<file path="src/rtl/mld_pkg.sv">
// ----------------------------------------------------------------------------
// mld_pkg
// Shared types and constants for the magic/length deframer.
// ----------------------------------------------------------------------------
package mld_pkg;

	// header layout: 32-bit magic then 32-bit length, both big-endian
	localparam int unsigned HEADER_BYTES = 8;
	localparam int unsigned HDR_CNT_W    = $clog2(HEADER_BYTES);
	localparam int unsigned WORD_W       = 32;
	localparam int unsigned BYTE_W       = 8;

	// streaming payload widths
	localparam int unsigned S_TDATA_W = BYTE_W;          // in_byte
	localparam int unsigned M_TDATA_W = BYTE_W + WORD_W; // out_byte, frame_length
	localparam int unsigned STATUS_W  = 3;

	// result status codes
	typedef enum logic [STATUS_W-1:0] {
		ST_PAYLOAD       = 3'd0,
		ST_EMPTY         = 3'd1,
		ST_CLEAN_END     = 3'd2,
		ST_SHORT_HEADER  = 3'd3,
		ST_BAD_MAGIC     = 3'd4,
		ST_OVERSIZED     = 3'd5,
		ST_SHORT_PAYLOAD = 3'd6
	} status_t;

	// configuration register indexes
	typedef enum logic [0:0] {
		REG_FRAME_MAGIC     = 1'b0,
		REG_MAX_PAYLOAD_LEN = 1'b1
	} cfg_idx_t;

	localparam logic [WORD_W-1:0] MAX_LEN_RESET = 32'd65536;

	// one input item as held in the input register
	typedef struct packed {
		logic [BYTE_W-1:0] in_byte;
		logic              stream_end;
	} item_t;

	// one result item
	typedef struct packed {
		status_t           status;
		logic [BYTE_W-1:0] out_byte;
		logic              last_of_frame;
		logic [WORD_W-1:0] frame_length;
	} result_t;

	// handshake between the core and the output register
	typedef struct packed {
		logic    load;
		result_t res;
	} res_push_t;

endpackage

</file>
<file path="src/rtl/mld_in_stage.sv">
// ----------------------------------------------------------------------------
// mld_in_stage
// Input register for the slave stream; holds one item until the core takes it.
// ----------------------------------------------------------------------------
module mld_in_stage import mld_pkg::*; (
	input  logic                 clk,
	input  logic                 arst_n,
	input  logic                 s_tvalid,
	output logic                 s_tready,
	input  logic [S_TDATA_W-1:0] s_tdata,  // [7:0] in_byte
	input  logic                 s_tuser,  // [0] stream_end
	input  logic                 advance,  // core consumes the held item
	output logic                 valid_s1,
	output item_t                item_s1
);

	// free slot, or the held item leaves this cycle
	assign s_tready = !valid_s1 || advance;

	always_ff @(posedge clk or negedge arst_n) begin
		if (!arst_n) begin
			valid_s1 <= 1'b0;
		end else if (s_tready) begin
			valid_s1 <= s_tvalid;
		end
	end

	always_ff @(posedge clk) begin
		if (s_tready && s_tvalid) begin
			item_s1.in_byte    <= s_tdata[BYTE_W-1:0];
			item_s1.stream_end <= s_tuser;
		end
	end

endmodule

</file>
<file path="src/rtl/mld_core.sv">
// ----------------------------------------------------------------------------
// mld_core
// Framing state, config registers and per-item decision logic.
// ----------------------------------------------------------------------------
module mld_core import mld_pkg::*; (
	input  logic              clk,
	input  logic              arst_n,
	input  logic              cfg_we,
	input  cfg_idx_t          cfg_index,
	input  logic [WORD_W-1:0] cfg_data,
	input  logic              step,      // held item is processed this cycle
	input  item_t             item_s1,
	output res_push_t         push
);

	logic [WORD_W-1:0]    frame_magic_q;
	logic [WORD_W-1:0]    max_len_q;
	logic [HEADER_BYTES*BYTE_W-BYTE_W-1:0] hdr_shift_q;
	logic [HDR_CNT_W-1:0] hdr_cnt_q;
	logic                 in_payload_q;
	logic [WORD_W-1:0]    bytes_left_q;
	logic [WORD_W-1:0]    cur_len_q;

	logic [HEADER_BYTES*BYTE_W-1:0] hdr_full;
	logic [WORD_W-1:0]    hdr_magic;
	logic [WORD_W-1:0]    hdr_len;
	logic                 hdr_done;
	logic                 pay_last;

	// next-state values
	logic [HEADER_BYTES*BYTE_W-BYTE_W-1:0] hdr_shift_d;
	logic [HDR_CNT_W-1:0] hdr_cnt_d;
	logic                 in_payload_d;
	logic [WORD_W-1:0]    bytes_left_d;
	logic [WORD_W-1:0]    cur_len_d;
	logic                 res_valid;
	result_t              res;

	// config writes
	always_ff @(posedge clk or negedge arst_n) begin
		if (!arst_n) begin
			frame_magic_q <= '0;
			max_len_q     <= MAX_LEN_RESET;
		end else if (cfg_we) begin
			unique case (cfg_index)
				REG_FRAME_MAGIC:     frame_magic_q <= cfg_data;
				REG_MAX_PAYLOAD_LEN: max_len_q     <= cfg_data;
				default:             ;
			endcase
		end
	end

	// header word with the incoming byte appended
	assign hdr_full  = {hdr_shift_q, item_s1.in_byte};
	assign hdr_magic = hdr_full[2*WORD_W-1:WORD_W];
	assign hdr_len   = hdr_full[WORD_W-1:0];
	assign hdr_done  = (hdr_cnt_q == HDR_CNT_W'(HEADER_BYTES - 1));
	assign pay_last  = (bytes_left_q <= WORD_W'(1));

	// decision for one item
	always_comb begin
		hdr_shift_d  = hdr_shift_q;
		hdr_cnt_d    = hdr_cnt_q;
		in_payload_d = in_payload_q;
		bytes_left_d = bytes_left_q;
		cur_len_d    = cur_len_q;
		res_valid    = 1'b0;
		res.status        = ST_PAYLOAD;
		res.out_byte      = '0;
		res.last_of_frame = 1'b0;
		res.frame_length  = '0;

		priority if (item_s1.stream_end) begin
			res_valid = 1'b1;
			priority if (in_payload_q) begin
				res.status       = ST_SHORT_PAYLOAD;
				res.frame_length = cur_len_q;
			end else if (hdr_cnt_q == '0) begin
				res.status = ST_CLEAN_END;
			end else begin
				res.status = ST_SHORT_HEADER;
			end
			hdr_shift_d  = '0;
			hdr_cnt_d    = '0;
			in_payload_d = 1'b0;
			bytes_left_d = '0;
		end else if (in_payload_q) begin
			res_valid         = 1'b1;
			res.status        = ST_PAYLOAD;
			res.out_byte      = item_s1.in_byte;
			res.last_of_frame = pay_last;
			res.frame_length  = cur_len_q;
			if (pay_last) begin
				in_payload_d = 1'b0;
				bytes_left_d = '0;
			end else begin
				bytes_left_d = bytes_left_q - WORD_W'(1);
			end
		end else if (!hdr_done) begin
			hdr_shift_d = hdr_full[HEADER_BYTES*BYTE_W-BYTE_W-1:0];
			hdr_cnt_d   = hdr_cnt_q + HDR_CNT_W'(1);
		end else begin
			// full header: magic first, then length bound, then empty frame
			hdr_shift_d = '0;
			hdr_cnt_d   = '0;
			cur_len_d   = hdr_len;
			priority if (hdr_magic != frame_magic_q) begin
				res_valid        = 1'b1;
				res.status       = ST_BAD_MAGIC;
				res.frame_length = hdr_len;
			end else if (hdr_len > max_len_q) begin
				res_valid        = 1'b1;
				res.status       = ST_OVERSIZED;
				res.frame_length = hdr_len;
			end else if (hdr_len == '0) begin
				res_valid         = 1'b1;
				res.status        = ST_EMPTY;
				res.last_of_frame = 1'b1;
			end else begin
				in_payload_d = 1'b1;
				bytes_left_d = hdr_len;
			end
		end
	end

	// framing state
	always_ff @(posedge clk or negedge arst_n) begin
		if (!arst_n) begin
			hdr_shift_q  <= '0;
			hdr_cnt_q    <= '0;
			in_payload_q <= 1'b0;
			bytes_left_q <= '0;
			cur_len_q    <= '0;
		end else if (step) begin
			hdr_shift_q  <= hdr_shift_d;
			hdr_cnt_q    <= hdr_cnt_d;
			in_payload_q <= in_payload_d;
			bytes_left_q <= bytes_left_d;
			cur_len_q    <= cur_len_d;
		end
	end

	assign push.load = step && res_valid;
	assign push.res  = res;

	// header count is idle while payload bytes flow
	a_pay_no_hdr: assert property (@(posedge clk) disable iff (!arst_n)
		in_payload_q |-> hdr_cnt_q == '0)
		else $error("header count nonzero in payload phase");

	// remaining count stays within the frame length
	a_left_range: assert property (@(posedge clk) disable iff (!arst_n)
		in_payload_q |-> (bytes_left_q != '0) && (bytes_left_q <= cur_len_q))
		else $error("bytes_left out of range");

	// final payload byte ends the payload phase
	a_last_exit: assert property (@(posedge clk) disable iff (!arst_n)
		step && in_payload_q && !item_s1.stream_end && pay_last |=> !in_payload_q)
		else $error("payload phase not left after last byte");

	// last flag only on payload bytes and empty frames
	a_last_kind: assert property (@(posedge clk) disable iff (!arst_n)
		push.load && push.res.last_of_frame |->
			(push.res.status == ST_PAYLOAD) || (push.res.status == ST_EMPTY))
		else $error("last_of_frame on a non-frame status");

endmodule

</file>
<file path="src/rtl/mld_out_reg.sv">
// ----------------------------------------------------------------------------
// mld_out_reg
// Result register for the master stream.
// ----------------------------------------------------------------------------
module mld_out_reg import mld_pkg::*; (
	input  logic                 clk,
	input  logic                 arst_n,
	input  res_push_t            push,
	output logic                 room,     // register can take a result now
	output logic                 m_tvalid,
	input  logic                 m_tready,
	output logic [M_TDATA_W-1:0] m_tdata,  // [7:0] out_byte, [39:8] frame_length
	output logic [STATUS_W-1:0]  m_tuser,  // [2:0] status
	output logic                 m_tlast   // last_of_frame
);

	result_t res_q;

	assign room = !m_tvalid || m_tready;

	always_ff @(posedge clk or negedge arst_n) begin
		if (!arst_n) begin
			m_tvalid <= 1'b0;
		end else if (push.load) begin
			m_tvalid <= 1'b1;
		end else if (m_tready) begin
			m_tvalid <= 1'b0;
		end
	end

	always_ff @(posedge clk) begin
		if (push.load) begin
			res_q <= push.res;
		end
	end

	assign m_tdata = {res_q.frame_length, res_q.out_byte};
	assign m_tuser = res_q.status;
	assign m_tlast = res_q.last_of_frame;

endmodule

</file>
<file path="src/rtl/magic_length_deframer.sv">
// ----------------------------------------------------------------------------
// magic_length_deframer
// Splits a byte stream into frames with a magic word and a length header.
//
// Input stream: one byte per transaction in s_tdata; s_tuser high marks end
// of stream (byte ignored). Each frame is an 8-byte header (big-endian magic,
// big-endian length) followed by length payload bytes.
// Output stream: m_tuser is the status, m_tdata carries the payload byte and
// the frame length, m_tlast flags the final payload byte or an empty frame.
// Header bytes and an accepted nonzero-length header produce no output;
// errors and end of stream produce a single status transaction.
// Config: cfg_we writes cfg_data to register cfg_index (0 magic, 1 max
// length); write only while the block is idle.
// Path: each input transaction passes the input register, then the result
// register. Throughput: one byte per cycle while the receiver takes results,
// set by the single decision stage between those two registers.
// Reset: framing returns to header hunt, magic 0, max length 65536, both
// streams empty. When the receiver stalls, the result register holds and
// the input side stops after one more byte is buffered.
// ----------------------------------------------------------------------------
module magic_length_deframer import mld_pkg::*; (
	input  logic                 clk,
	input  logic                 arst_n,
	input  logic                 s_tvalid,
	output logic                 s_tready,
	input  logic [S_TDATA_W-1:0] s_tdata,  // [7:0] in_byte
	input  logic                 s_tuser,  // [0] stream_end
	output logic                 m_tvalid,
	input  logic                 m_tready,
	output logic [M_TDATA_W-1:0] m_tdata,  // [7:0] out_byte, [39:8] frame_length
	output logic [STATUS_W-1:0]  m_tuser,  // [2:0] status
	output logic                 m_tlast,  // last_of_frame
	input  logic                 cfg_we,
	input  cfg_idx_t             cfg_index,
	input  logic [WORD_W-1:0]    cfg_data
);

	logic      valid_s1;
	item_t     item_s1;
	logic      room;
	logic      step;
	res_push_t push;

	// an item is processed when the result register can take its result
	assign step = valid_s1 && room;

	mld_in_stage u_in (
		.clk      (clk),
		.arst_n   (arst_n),
		.s_tvalid (s_tvalid),
		.s_tready (s_tready),
		.s_tdata  (s_tdata),
		.s_tuser  (s_tuser),
		.advance  (room),
		.valid_s1 (valid_s1),
		.item_s1  (item_s1)
	);

	mld_core u_core (
		.clk       (clk),
		.arst_n    (arst_n),
		.cfg_we    (cfg_we),
		.cfg_index (cfg_index),
		.cfg_data  (cfg_data),
		.step      (step),
		.item_s1   (item_s1),
		.push      (push)
	);

	mld_out_reg u_out (
		.clk      (clk),
		.arst_n   (arst_n),
		.push     (push),
		.room     (room),
		.m_tvalid (m_tvalid),
		.m_tready (m_tready),
		.m_tdata  (m_tdata),
		.m_tuser  (m_tuser),
		.m_tlast  (m_tlast)
	);

endmodule

</file>
<file path="config.mk">
export PLATFORM = sky130hd
export DESIGN_NAME = magic_length_deframer
export DESIGN_NICKNAME = d
export VERILOG_FILES = /design/src/rtl/mld_pkg.sv /design/src/rtl/mld_in_stage.sv /design/src/rtl/mld_core.sv /design/src/rtl/mld_out_reg.sv /design/src/rtl/magic_length_deframer.sv
export SDC_FILE = /design/constraint.sdc
export NUM_CORES = 1
export LEC_CHECK = 0
export ABC_AREA = 1
export BUFFER_PORTS_ARGS = -buffer_cell sky130_fd_sc_hd__clkbuf_2
export CAP_MARGIN = 0
export CORE_MARGIN = 1.5
export CORE_UTILIZATION = 30
export CTS_CLUSTER_SIZE = 12
export DETAILED_ROUTE_END_ITERATION = 10
export GPL_TIMING_DRIVEN = 0
export HOLD_SLACK_MARGIN = 0.15
export PLACE_DENSITY = 0.49
export SLEW_MARGIN = 25
export SYNTH_ARGS = -nofsm -noshare
export SYNTH_HDL_FRONTEND = slang
export SYNTH_SLANG_ARGS = --single-unit
</file>
<file path="constraint.sdc">
create_clock -name clk -period 2.7 [get_ports clk]
set_input_delay 0.405 -clock clk [delete_from_list [all_inputs] [get_ports clk]]
set_output_delay 0.405 -clock clk [all_outputs]
set_load 0.01 [all_outputs]
</file>
* Yosys cells after proc, flatten, opt, wreduce, memory -nomap -nowiden *
Cells that the tools add are included.

cells by class
  $add $sub $neg = 2
  order comparisons = 2
  equal/unequal tests = 6
  multiplexer cells = 44
  bitwise logic cells = 3
  reduce and logical (&&, ||, !) cells = 17

operator list
  operator                                                          number
  two-way mux 32 bit                                                11
  two-way mux 56 bit                                                3
  two-way mux 33 bit                                                2
  > comparator 32 bit                                               1
  less-or-equal comparator 32 x 1 -> 1 bit (second input constant)  1
  logical NOT 32 bit                                                1
  != test 32 bit                                                    1
  subtractor 32 x 1 -> 32 bit (second input constant)               1
  two-way mux 3 bit                                                 9
  two-way mux 1 bit                                                 19
  != test 3 x 2 -> 1 bit (second input constant)                    3
  AND reduction 2 bit                                               3
  AND reduction 5 bit                                               1
  AND reduction 4 bit                                               1
  adder 3 x 1 -> 3 bit (second input constant)                      1
  == test 3 bit (second input constant)                             1
  logical AND 1 bit                                                 3
  logical NOT 3 bit                                                 1
  NOT 1 bit                                                         3
  nonzero test 3 bit                                                1
  logical NOT 1 bit                                                 2
  logical OR 1 bit                                                  2
  != test 2 bit (second input constant)                             1
  nonzero test 2 bit                                                1
  OR reduction 2 bit                                                1

storage, ports and cells
  flip-flop bits (word level) = 243
  input bits = 47
  output and inout port bits = 46

* Longest topological paths before layout *
Gate-level depths: netlist of run 1.

  word-level depth = 9
  gate-level depth with buffers = 19
  depth with buffers taken out = 19

* Cells and area by module *
Synthesis of run 1 repeated with hierarchy kept, for this count alone.

second synthesis, totals
  cell total of the unflattened synthesis = 1324
  area total of the unflattened synthesis = 11673.7 um2

by module, submodules not included
  module                 times used  cells an instance  area each (um2)  seq. area each (um2)
  mld_core               1           1258               9984.6           4705.8
  mld_out_reg            1           49                 1366.3           1346.3
  mld_in_stage           1           15                 315.3            295.3
  magic_length_deframer  1           2                  7.5              0.0

* Least setup slack after synthesis of run 1 *
OpenSTA, ideal clock, no wires.

  path kind = register to register
  start point = reg u_core.hdr_shift_q[23]
  end point = reg u_out.res_q, in the netlist u_out.m_tdata[0] (enable)
  library setup time = 398 ps
  arrival = 2339 ps
  path slack = -38 ps
  stages on the path, launching flop included = 14
  path buffers = 0
  cells stage by stage = dfrtp_1 > ha_1 > nand2_1 > nor2_1 > nand2_1 > nor2_1 > nand2_1 > nand2_1 > nand2_2 > nand3_1 > nand2_1 > nand2_1 > nand2_1 > inv_1

RTL lines
  item                    RTL line           RTL
  from (decl)             mld_core.sv:18     logic [HEADER_BYTES*BYTE_W-BYTE_W-1:0] hdr_shift_q;
  from (signal assigned)  mld_core.sv:135    hdr_shift_q <= hdr_shift_d;
  to (signal assigned)    mld_out_reg.sv:33  res_q <= push.res;
  to (decl)               mld_out_reg.sv:17  result_t res_q;

* Worst setup path in the final report of run 1 *
  start point = reg u_core.max_len_q[16]
  end point = reg u_out.res_q, in the netlist u_out.m_tdata[19] (enable)

on the way
  word-level cells in the longest chain between the ends = 7

ends and longest elaborated chain
  item                    RTL line         RTL
  from (decl)             mld_core.sv:17   logic [WORD_W-1:0] max_len_q;
  from (signal assigned)  mld_core.sv:47   REG_MAX_PAYLOAD_LEN: max_len_q <= cfg_data;
  > comparator 32 bit     mld_core.sv:111  end else if (hdr_len > max_len_q) begin
  two-way mux 1 bit       mld_core.sv:111
  two-way mux 1 bit       mld_core.sv:107  priority if (hdr_magic != frame_magic_q) begin
  two-way mux 1 bit       mld_core.sv:99   end else if (!hdr_done) begin
  two-way mux 1 bit       mld_core.sv:87   end else if (in_payload_q) begin
  two-way mux 1 bit       mld_core.sv:73   priority if (item_s1.stream_end) begin
  logical AND 1 bit       mld_core.sv:143  assign push.load = step && res_valid;

No other way between the ends.
A chain may end at the register's enable or synchronous reset.

==> impl_metrics.env, run 1 <==
export IMPL_synth_top_area_share_pct=40.73
export IMPL_synth_area_top_cells="dfrtp_1 (41%), edfxtp_1 (14%), nand2_1 (9.9%)"
export IMPL_power_leakage_uw=0.006477
export IMPL_synthCells=1289
export IMPL_clk_path_buf_depth=3
export IMPL_clk_pin_slew_ns=0.06
export IMPL_r2r_end="u_out.m_tdata[19]"
export IMPL_place_congestion=0.9073
export IMPL_fmax_mhz=386.7
export IMPL_num_vias=9311
export IMPL_vdd_drop_max_v=0.0003824
export IMPL_clk_latency_ns=0.54
export IMPL_dr_pass1_iters=5
export IMPL_startpoint="u_core.max_len_q[16]"
export IMPL_finalCritPeriodShare_pct=95.77
export IMPL_grt_ovfl_total=0
export IMPL_end_kind="flip-flop"
export IMPL_period_needed_ns=2.586
export IMPL_grt_pass1_wl_um=54380
export IMPL_insertedDiodeCount=0
export IMPL_cp_depth=17
export IMPL_endpoint="u_out.m_tdata[19]"
export IMPL_hold_class="in -> reg"
export IMPL_crit_family="simple AND/OR/NAND/NOR gates"
export IMPL_path_buf_inv=3
export IMPL_yosysMostFrequentCell="nand2_1"
export IMPL_synth_warnings=0
export IMPL_grt_start_max_net_pins=72
export IMPL_tritoncts="done"
export IMPL_layout_drive_gt1_share_pct=14.34
export IMPL_clkSinkCount=243
export IMPL_crit_fanout=6
export IMPL_fillers=3876
export IMPL_routedWlPerCell_um=17.62
export IMPL_crit_path_top_delay_cell="dfstp_2"
export IMPL_placedCellCount=1894
export IMPL_worstMarginPinSlew_ns=0.6613
export IMPL_path_cells="inv_1 -> ha_1 -> nand2_1 -> nand2_1 -> nand2_1 -> nand2_1 -> nand2_1 -> nand3_1 -> a21oi_2 -> nand2_1 -> nand2_2 -> nand3_1 -> nand2_1 -> nand2_2 -> nand2_4 -> clkinvlp_4 -> buf_6"
export IMPL_required_ns=3.00
export IMPL_critPathMaxStageDelay_ns=0.54
export IMPL_r2r_start="u_core.max_len_q[16]"
export IMPL_syn_area_um2=11610
export IMPL_drc=0
export IMPL_synth_distinct_cells=44
export IMPL_post_place_ws_ns=-0.8079
export IMPL_synth_edf_count=53
export IMPL_die_x_um=199.7
export IMPL_ys_async_sr_fraction_pct=78.19
export IMPL_grtUsageTotal_pct=17.80
export IMPL_ant_nets=0
export IMPL_layout_nets=1528
export IMPL_dp_hpwl_um=24860
export IMPL_ios=93
export IMPL_instances_no_fill=1975
export IMPL_cap_violations=0
export IMPL_yosys_area_top_type="dfrtp_1"
export IMPL_synth_nets=1373
export IMPL_cts_buffers=27
export IMPL_grt_pass1_vias=9443
export IMPL_synth_main_ff_cell="dfrtp_1"
export IMPL_finalMaxSlewViolations=0
export IMPL_start_util_pct=30.68
export IMPL_slew_headroom_pct=55.91
export IMPL_hold_viol=0
export IMPL_htreeDepth=1
export IMPL_syn_to_final_growth_pct=20.46
export IMPL_core_rowCount=71
export IMPL_fp_dieArea_um2=39890
export IMPL_seq_area_frac_synth_pct=54.67
export IMPL_finalWirelength_um=34790
export IMPL_fin_skew_ns=0.01030
export IMPL_setup_violations=0
export IMPL_r2r_cells=17
export IMPL_synth_seq_cells=243
export IMPL_io_buffers=92
export IMPL_hold_depth=3
export IMPL_avgSynthCellArea_um2=9.008
export IMPL_setup_ws_ns=0.1142
export IMPL_cp_common_cell="nand2_1"
export IMPL_power_density_nw_per_um2=797.3
export IMPL_crit_type="reg -> reg"
export IMPL_status="completed"
export IMPL_drt_iter0_drc=804
export IMPL_die_height_um=199.7
export IMPL_via_per_inst=4.714
export IMPL_worstPathArrival_ns=2.89
export IMPL_root_buffer="clkbuf_16"
export IMPL_core_um2=37840
export IMPL_antenna_found_initial=0
export IMPL_r2r_slack_ns=0.11
export IMPL_start_kind="flip-flop"
export IMPL_synthTopCellsByCount="nand2_1 (307), dfrtp_1 (189), inv_1 (153)"
## worst min-delay path: stages
cell and delay (ns):
clkbuf_2 0.09, inv_1 0.06, o21ai_0 0.08
## sequential cells by signal, indices dropped and copies added (netlist names)
name                  count
u_core.cur_len_q         32
u_out.m_tvalid            1
u_in.item_s1              9
u_core.hdr_cnt_q          3
u_core.frame_magic_q     32
u_out.m_tdata            40
u_in.valid_s1             1
u_core.max_len_q         32
u_core.hdr_shift_q       56
u_out.m_tuser             3
u_out.m_tlast             1
u_core.in_payload_q       1
u_core.bytes_left_q      32
## metrics by stage
step	total power, µW	utilization [%]	area (µm²)	hold WS (ns)	TNS [ns]
final	11150	36.96	13990	0.1491	0
after CTS	11230	36.84	13940	0.1503	0
after global placement	7507	33.60	12710	0.4670	-544.44
after global routing	11830	36.96	13990	0.1637	-0.4666
after floorplan	6600	-	11610	0.1094	0
after detailed placement	7556	33.77	12780	0.4254	-35.54
## repair_timing
item | in CTS | in global routing
hold buffers | 23 | 0
gates resized for setup | 7 | 12
pin swaps | 0 | 4
endpoints found under the hold margin | 84 | 0
endpoints found under the setup margin | 67 | 57
gates cloned | 3 | 0
buffers inserted | 6 | 0
## kinds of logic (layout without fill, tap and decap cells)
family | Yosys count | after routing | synth area share, %
AO/OA/AOI/OAI | 254 | 254 | 12.10
adder cells (fa/ha/maj) | 37 | 37 | 3.987
flip-flops | 243 | 243 | 54.67
AND/OR/NAND/NOR | 498 | 498 | 18.55
XOR/XNOR | 44 | 44 | 3.319
buffers and inverters | 213 | 388 | 7.381
## area by class of cell
cell class | count | area (µm²) | area share (%)
Multi-Input combinational cell | 833 | 4438 | 31.73
Buffer | 51 | 254.0 | 1.816
Timing Repair Buffer | 123 | 822.0 | 5.877
Tap cell | 511 | 639.4 | 4.571
Clock inverter | 9 | 67.56 | 0.4830
Timing Repair inverter | 3 | 22.52 | 0.1610
Inverter | 162 | 611.8 | 4.374
Clock buffer | 40 | 784.5 | 5.609
Sequential cell | 243 | 6347 | 45.38
## layer usage
metal / wire, µm / up-vias / global-route usage [%]
met3: 1676 / 50 / 2.319
met2: 16920 / 208 / 30.77
met5: 0 / - / 0
li1: - / 4582 / -
met1: 15360 / 4471 / 23.28
met4: 844 / 0 / 5.152
## layout by cell type (no fill, tap or decap), types with 4 or more instances in the layout
| cell | Yosys | routed |
|---|---|---|
| a21oi_1 | 18 | 17 |
| buf_2 | 13 | 11 |
| buf_4 | 3 | 4 |
| buf_6 | 4 | 10 |
| clkbuf_1 | 31 | 38 |
| clkbuf_16 | 0 | 27 |
| clkbuf_2 | 0 | 91 |
| clkbuf_8 | 0 | 7 |
| clkinv_1 | 1 | 6 |
| clkinvlp_4 | 0 | 4 |
| dfrtp_1 | 189 | 189 |
| dlygate4sd3_1 | 0 | 23 |
| edfxtp_1 | 53 | 53 |
| ha_1 | 37 | 36 |
| inv_1 | 153 | 152 |
| inv_2 | 8 | 8 |
| nand2_1 | 307 | 304 |
| nand2_2 | 4 | 6 |
| nand3_1 | 63 | 63 |
| nand4_1 | 16 | 16 |
| nor2_1 | 74 | 73 |
| nor2_2 | 6 | 7 |
| nor2_4 | 4 | 4 |
| nor3_1 | 4 | 4 |
| o21ai_0 | 138 | 137 |
| o21ai_1 | 10 | 11 |
| o22ai_1 | 79 | 79 |
| or2_2 | 9 | 9 |
| xnor2_1 | 29 | 29 |
| xor2_1 | 15 | 15 |
## how the worst min path moves through the flow
| stage | start | to | slack (ns) |
|---|---|---|---|
| after global placement | u_core.cur_len_q[29] | u_core.cur_len_q[29] | 0.47 |
| after floorplan | arst_n | u_core.bytes_left_q[0] | 0.11 |
| after detailed placement | arst_n | u_core.max_len_q[5] | 0.43 |
| after CTS | cfg_data[4] | u_core.frame_magic_q[4] | 0.15 |
| final | cfg_data[4] | u_core.frame_magic_q[4] | 0.15 |
| after global routing | cfg_data[4] | u_core.frame_magic_q[4] | 0.16 |
## power breakdown
| group | internal (µW) | switching [µW] |
|---|---|---|
| Combinational | 1040 | 1920 |
| Clock | 2090 | 1490 |
| Sequential | 4240 | 374 |
| Total | 7370 | 3780 |
Power figures use the tool's default switching activity.
==> inputs of run 2 (changes only) <==
CELL_PAD_IN_SITES_DETAIL_PLACEMENT = 1   (was not set)
CELL_PAD_IN_SITES_GLOBAL_PLACEMENT = 1   (was not set)
PLACE_DENSITY = 0.6   (was 0.49)
SYNTH_HIERARCHICAL = 1   (was not set)
==> impl_metrics.env, run 2 <==
export IMPL_io_buffers=92
export IMPL_yosys_area_top_type="dfrtp_1"
export IMPL_synth_distinct_cells=41
export IMPL_worstMarginPinSlew_ns=0.6946
export IMPL_synth_main_ff_cell="dfrtp_1"
export IMPL_path_buf_inv=4
export IMPL_instances_no_fill=2042
export IMPL_layout_common_cells="nand2_1 (358), dfrtp_1 (188), inv_1 (163), o21ai_0 (160), clkbuf_2 (91)"
export IMPL_tritoncts="done"
export IMPL_clkSinkCount=243
export IMPL_fp_dieArea_um2=40100
export IMPL_cts_buffers=29
export IMPL_crit_fanout=6
export IMPL_total_power_uw=13980
export IMPL_required_ns=2.99
export IMPL_regArea_um2=6349
export IMPL_period_needed_ns=2.624
export IMPL_yosysMostFrequentCell="nand2_1"
export IMPL_power_density_nw_per_um2=961.2
export IMPL_hold_class="in -> reg"
export IMPL_status="completed"
export IMPL_synthTopCellsByCount="nand2_1 (364), dfrtp_1 (189), inv_1 (169)"
export IMPL_clk_path_buf_depth=3
export IMPL_finalWirelength_um=37780
export IMPL_crit_family="buffers and inverters"
export IMPL_start_kind="flip-flop"
export IMPL_drc=0
export IMPL_core_um2=38560
export IMPL_avgSynthCellArea_um2=8.817
export IMPL_clk_latency_ns=0.57
export IMPL_post_dp_cell_area_um2=12920
export IMPL_ys_async_sr_fraction_pct=78.19
export IMPL_die_x_um=200.3
export IMPL_antenna_found_initial=1
export IMPL_top_register="u_core/hdr_shift_q"
export IMPL_crit_type="reg -> reg"
export IMPL_final_common_cell="nand2_1"
export IMPL_timing_hold_ws_ns=0.1443
export IMPL_drt_iter0_drc=524
export IMPL_routedWlPerCell_um=18.50
export IMPL_rsz0062_at_grt="yes"
export IMPL_vdd_drop_max_v=0.0005293
export IMPL_dp_hpwl_um=27160
export IMPL_synth_edf_count=53
export IMPL_fin_skew_ns=0.02007
export IMPL_grt_pass1_wl_um=59390
export IMPL_synth_area_top_cells="dfrtp_1 (41%), edfxtp_1 (14%), nand2_1 (12%)"
export IMPL_layout_drive_gt1_share_pct=14.70
export IMPL_path_cells="inv_1 -> nand4_1 -> nor2_1 -> nand2_1 -> nor3_2 -> inv_1 -> nand3_2 -> nand2_2 -> a21oi_4 -> clkbuf_16 -> clkbuf_16"
export IMPL_multi_input_area_um2=4509
export IMPL_cap_violations=0
export IMPL_core_rowCount=72
export IMPL_synth_warnings=6
export IMPL_synth_top_area_share_pct=40.51
export IMPL_syn_area_um2=11670
export IMPL_fmax_mhz=381.2
export IMPL_placedCellCount=1938
export IMPL_critPathMaxStageDelay_ns=0.40
export IMPL_setup_violations=0
export IMPL_ant_nets=0
export IMPL_ios=93
export IMPL_htreeDepth=1
export IMPL_crit_path_top_delay_cell="dfrtp_1"
export IMPL_num_vias=9643
export IMPL_syn_to_final_growth_pct=24.58
export IMPL_clk_pin_slew_ns=0.06
export IMPL_dr_pass1_iters=5
export IMPL_layout_nets=1588
export IMPL_grtUsageTotal_pct=18.89
export IMPL_synth_nets=1408
export IMPL_fin_area_um2=14540
export IMPL_root_buffer="clkbuf_16"
export IMPL_power_leakage_uw=0.006762
export IMPL_largest_reg_flops=56
export IMPL_worstPathArrival_ns=2.91
export IMPL_grt_pass1_vias=10269
export IMPL_end_kind="flip-flop"
export IMPL_start_util_pct=30.28
export IMPL_grt_ovfl_total=0
export IMPL_die_height_um=200.3
export IMPL_finalCritPeriodShare_pct=97.17
export IMPL_grt_start_max_net_pins=83
export IMPL_synth_seq_cells=243
export IMPL_via_per_inst=4.722
export IMPL_place_congestion=0.8467
export IMPL_slew_headroom_pct=53.70
export IMPL_insertedDiodeCount=0
export IMPL_hold_viol=0
export IMPL_fillers=4559
export IMPL_finalMaxSlewViolations=0
export IMPL_seq_area_frac_synth_pct=54.37
export IMPL_synthCells=1324
-- run 2: cell types whose count changed after synthesis, moves of 7 or more --
cell	change
nand2_1	+57
nand3_1	-30
o21ai_0	+23
o22ai_1	-22
inv_1	+16
or2_2	-9
buf_2	-7
clkbuf_1	+7
-- run 2: worst paths after layout --
path | from | to | slack (ns) | cells after the start
worst max-delay path | u_core/hdr_shift_q[1] | u_out/m_tdata[33] | 0.08 | 11
worst min-delay path | cfg_data[7] | u_core/max_len_q[7] | 0.14 | 3
worst max register to register | u_core/hdr_shift_q[1] | u_out/m_tdata[33] | 0.08 | 11
worst min register to register | u_core/cur_len_q[8] | u_core/cur_len_q[8] | 0.48 | 2
max in group asynchronous | arst_n | u_core/frame_magic_q[7] | 1.21 | 4
min in group asynchronous | arst_n | u_core/cur_len_q[17] | 0.31 | 2
-- run 2: cell families (layout without fill, tap and decap cells) --
family          after synthesis  in the layout  synth area share [%]
flops                       243            243                 54.37
compound gates              254            254                 11.78
simple gates                521            521                 18.97
xor+xnor                     44             44                 3.301
fa+ha+maj                    37             37                 3.966
buf+inv                     225            425                 7.610
-- run 2: power by group --
part	leakage, µW	internal (µW)	switching [µW]
Sequential	0.00304	4380	532
Combinational	0.00325	1730	3270
Clock	0.000473	2500	1580
-- run 2: worst min-delay path: stages --
cell and delay, ns:
clkbuf_2 0.09, inv_1 0.08, o21ai_0 0.09
-- run 2: cell type report --
cell class                 count  share of cell area, %
tap                          518                  4.457
multi-input combinational    856                  31.01
timing repair buffer         149                  7.855
inverter                     176                  4.689
clock buffer                  40                  5.412
clock inverter                11                  1.282
buffer                        49                  1.643
sequential                   243                  43.65
-- run 2: through the flow --
stage	worst slack [ns]	TNS (ns)	utilization, %
3_3_place_gp	-2.778	-556.86	33.18
4_1_cts	0.002788	0	37.19
2_1_floorplan	0.09481	0	-
3_5_place_dp	-0.3799	-10.49	33.50
6_report	0.07648	0	37.72
5_1_grt	-0.02351	-0.4415	37.72
-- run 2: metal layers --
metal,GRT usage (%),routed length (µm)
met1,24.81,17400
met2,32.78,18230
met3,2.473,1131
met4,4.968,1026
met5,0,0
-- run 2: timing repair --
| action | CTS | global route |
|---|---|---|
| hold buffers | 36 | 0 |
| pin swaps | 1 | 4 |
| setup buffers | 3 | 8 |
| hold endpoints to repair | 95 | 0 |
| gates cloned | 1 | 5 |
| setup endpoints to repair | 54 | 67 |
| gates resized for setup | 11 | 20 |
==> inputs of run 3 (changes only) <==
==> constraint.sdc (replaced) <==
create_clock -name clk -period 2.7 [get_ports clk]
set_input_delay 0.135 -clock clk [delete_from_list [all_inputs] [get_ports clk]]
set_output_delay 0.135 -clock clk [all_outputs]
set_load 0.01 [all_outputs]
==> impl_metrics.env, run 3 (synthesis gave the netlist of run 2 again) <==
export IMPL_num_vias=9661
export IMPL_worstMarginPinSlew_ns=0.6905
export IMPL_power_leakage_uw=0.006812
export IMPL_ios=93
export IMPL_slew_headroom_pct=53.97
export IMPL_syn_to_final_growth_pct=25.61
export IMPL_die_x_um=200.3
export IMPL_status="completed"
export IMPL_layout_drive_gt1_share_pct=14.66
export IMPL_layout_common_cells="nand2_1 (358), dfrtp_1 (188), inv_1 (163), o21ai_0 (160), clkbuf_2 (91)"
export IMPL_insertedDiodeCount=0
export IMPL_io_buffers=92
export IMPL_fin_skew_ns=0.01849
export IMPL_placedCellCount=1938
export IMPL_crit_path_top_delay_cell="edfxtp_1"
export IMPL_fp_dieArea_um2=40100
export IMPL_clk_path_buf_depth=3
export IMPL_rsz0062_at_grt="yes"
export IMPL_place_congestion=0.8467
export IMPL_period_needed_ns=2.638
export IMPL_core_um2=38560
export IMPL_instances_no_fill=2053
export IMPL_finalCritPeriodShare_pct=97.71
export IMPL_grtUsageTotal_pct=18.95
export IMPL_worstPathArrival_ns=2.93
export IMPL_post_dp_cell_area_um2=12920
export IMPL_routedWlPerCell_um=18.46
export IMPL_drt_iter0_drc=505
export IMPL_wl_met3_um=1147
export IMPL_root_buffer="clkbuf_16"
export IMPL_top_register="u_core/hdr_shift_q"
export IMPL_hold_depth=4
export IMPL_p_int_uw=8612
export IMPL_post_place_ws_ns=-0.3799
export IMPL_clk_latency_ns=0.57
export IMPL_hold_start="cfg_we"
export IMPL_multi_input_area_um2=4509
export IMPL_hold_viol=0
export IMPL_path_buf_inv=4
export IMPL_cts_buffers=29
export IMPL_required_ns=2.99
export IMPL_r2r_cells=11
export IMPL_die_height_um=200.3
export IMPL_start_kind="flip-flop"
export IMPL_r2r_end="u_out/m_tdata[33]"
export IMPL_swShare_pct=38.45
export IMPL_start_util_pct=30.28
export IMPL_vdd_drop_max_v=0.0005287
export IMPL_htreeDepth=1
export IMPL_via_per_inst=4.706
export IMPL_combPwrFrac_pct=35.8
export IMPL_clkPwrFrac_pct=29.2
export IMPL_clkSinkCount=243
export IMPL_end_kind="flip-flop"
export IMPL_crit_fanout=6
export IMPL_critPathMaxStageDelay_ns=0.40
export IMPL_power_density_nw_per_um2=954.4
export IMPL_wl_met2_um=18330
export IMPL_final_common_cell="nand2_1"
export IMPL_grt_pass1_wl_um=59560
export IMPL_layout_nets=1599
export IMPL_regArea_um2=6349
export IMPL_cap_violations=0
export IMPL_dr_pass1_iters=4
export IMPL_antenna_found_initial=1
export IMPL_grt_start_max_net_pins=83
export IMPL_fin_area_um2=14660
export IMPL_core_rowCount=72
export IMPL_fillers=4553
export IMPL_crit_type="reg -> reg"
export IMPL_hold_class="in -> reg"
export IMPL_r2r_slack_ns=0.06
export IMPL_dp_hpwl_um=27160
export IMPL_crit_family="simple AND/OR/NAND/NOR gates"
export IMPL_switchingPower_uw=5381
export IMPL_ant_nets=0
export IMPL_r2r_start="u_in/item_s1[6]"
export IMPL_path_cells="inv_1 -> nand4_1 -> nor2_1 -> nand2_1 -> nor3_2 -> inv_1 -> nand3_2 -> nand2_2 -> a21oi_4 -> clkbuf_16 -> clkbuf_16"
export IMPL_clk_pin_slew_ns=0.06
export IMPL_postLayoutCoreUtil_pct=38.03
export IMPL_largest_reg_flops=56
export IMPL_finalMaxSlewViolations=0
export IMPL_p_seq_share_pct=35.1
export IMPL_setup_ws_ns=0.06180
export IMPL_drc=0
export IMPL_timing_hold_ws_ns=0.1876
export IMPL_grt_pass1_vias=10307
export IMPL_setup_violations=0
export IMPL_finalWirelength_um=37910
export IMPL_grt_ovfl_total=0
export IMPL_wl_met1_um=17430
export IMPL_fmax_mhz=379.0
export IMPL_min_to="u_core/frame_magic_q[21]"
export IMPL_dr_max_layer_used="met4"
export IMPL_tritoncts="done"
## run 3: cell type report
class	count	area share, %
multi-input combinational	856	30.75
clock buffer	40	5.367
clock inverter	11	1.271
timing repair buffer	160	8.610
buffer	49	1.630
tap	518	4.420
inverter	176	4.651
sequential	243	43.30
## run 3: timing repair
item | 4_1_cts | 5_1_grt
hold buffers | 47 | 0
resized for setup | 11 | 20
setup endpoints to repair | 54 | 67
endpoints found under the hold margin | 192 | 0
pin swaps | 1 | 4
cloned | 1 | 5
buffers inserted | 3 | 8
## run 3: metal layers
layer  global-route usage (%)  up-vias
met5                        0        -
met4                    4.968        0
met3                    2.473       64
met2                    32.90      159
met1                    24.86     4759
li1                         -     4679
## run 3: how the worst max path moves through the flow
| stage | from | end | slack, ns | cells after the start |
|---|---|---|---|---|
| global placement | arst_n | u_core/max_len_q[11] | -2.51 | 1 |
| CTS | u_in/item_s1[1] | u_out/m_tdata[32] | 0.003 | 19 |
| global route | u_in/item_s1[6] | u_out/m_tdata[31] | -0.02 | 11 |
| detailed placement | u_in/item_s1[1] | u_out/m_tdata[26] | -0.38 | 18 |
| floorplan | u_core/hdr_shift_q[7] | u_out/m_tdata[0] | 0.09 | 11 |
| finish | u_in/item_s1[6] | u_out/m_tdata[33] | 0.06 | 11 |
## run 3: tightest hold or removal path, cell delays in order
cell,delay [ns]
clkbuf_2,0.09
nand2_1,0.27
nand2_1,0.13
o21ai_0,0.07
## run 3: metrics by stage
stage	TNS, ns	power [µW]
floorplan	0	8148
global route	-0.4415	14930
detailed placement	-10.20	9783
finish	0	13990
CTS	0	14030
global placement	-505.56	9607
## run 3: power by group through the flow
stage	Combinational, µW	Sequential (µW)	Clock [µW]
after floorplan	3280	4860	0
after global placement	4640	4970	0
after detailed placement	4820	4970	0
after CTS	4950	4910	4180
after global routing	5630	4990	4310
final	5010	4910	4080
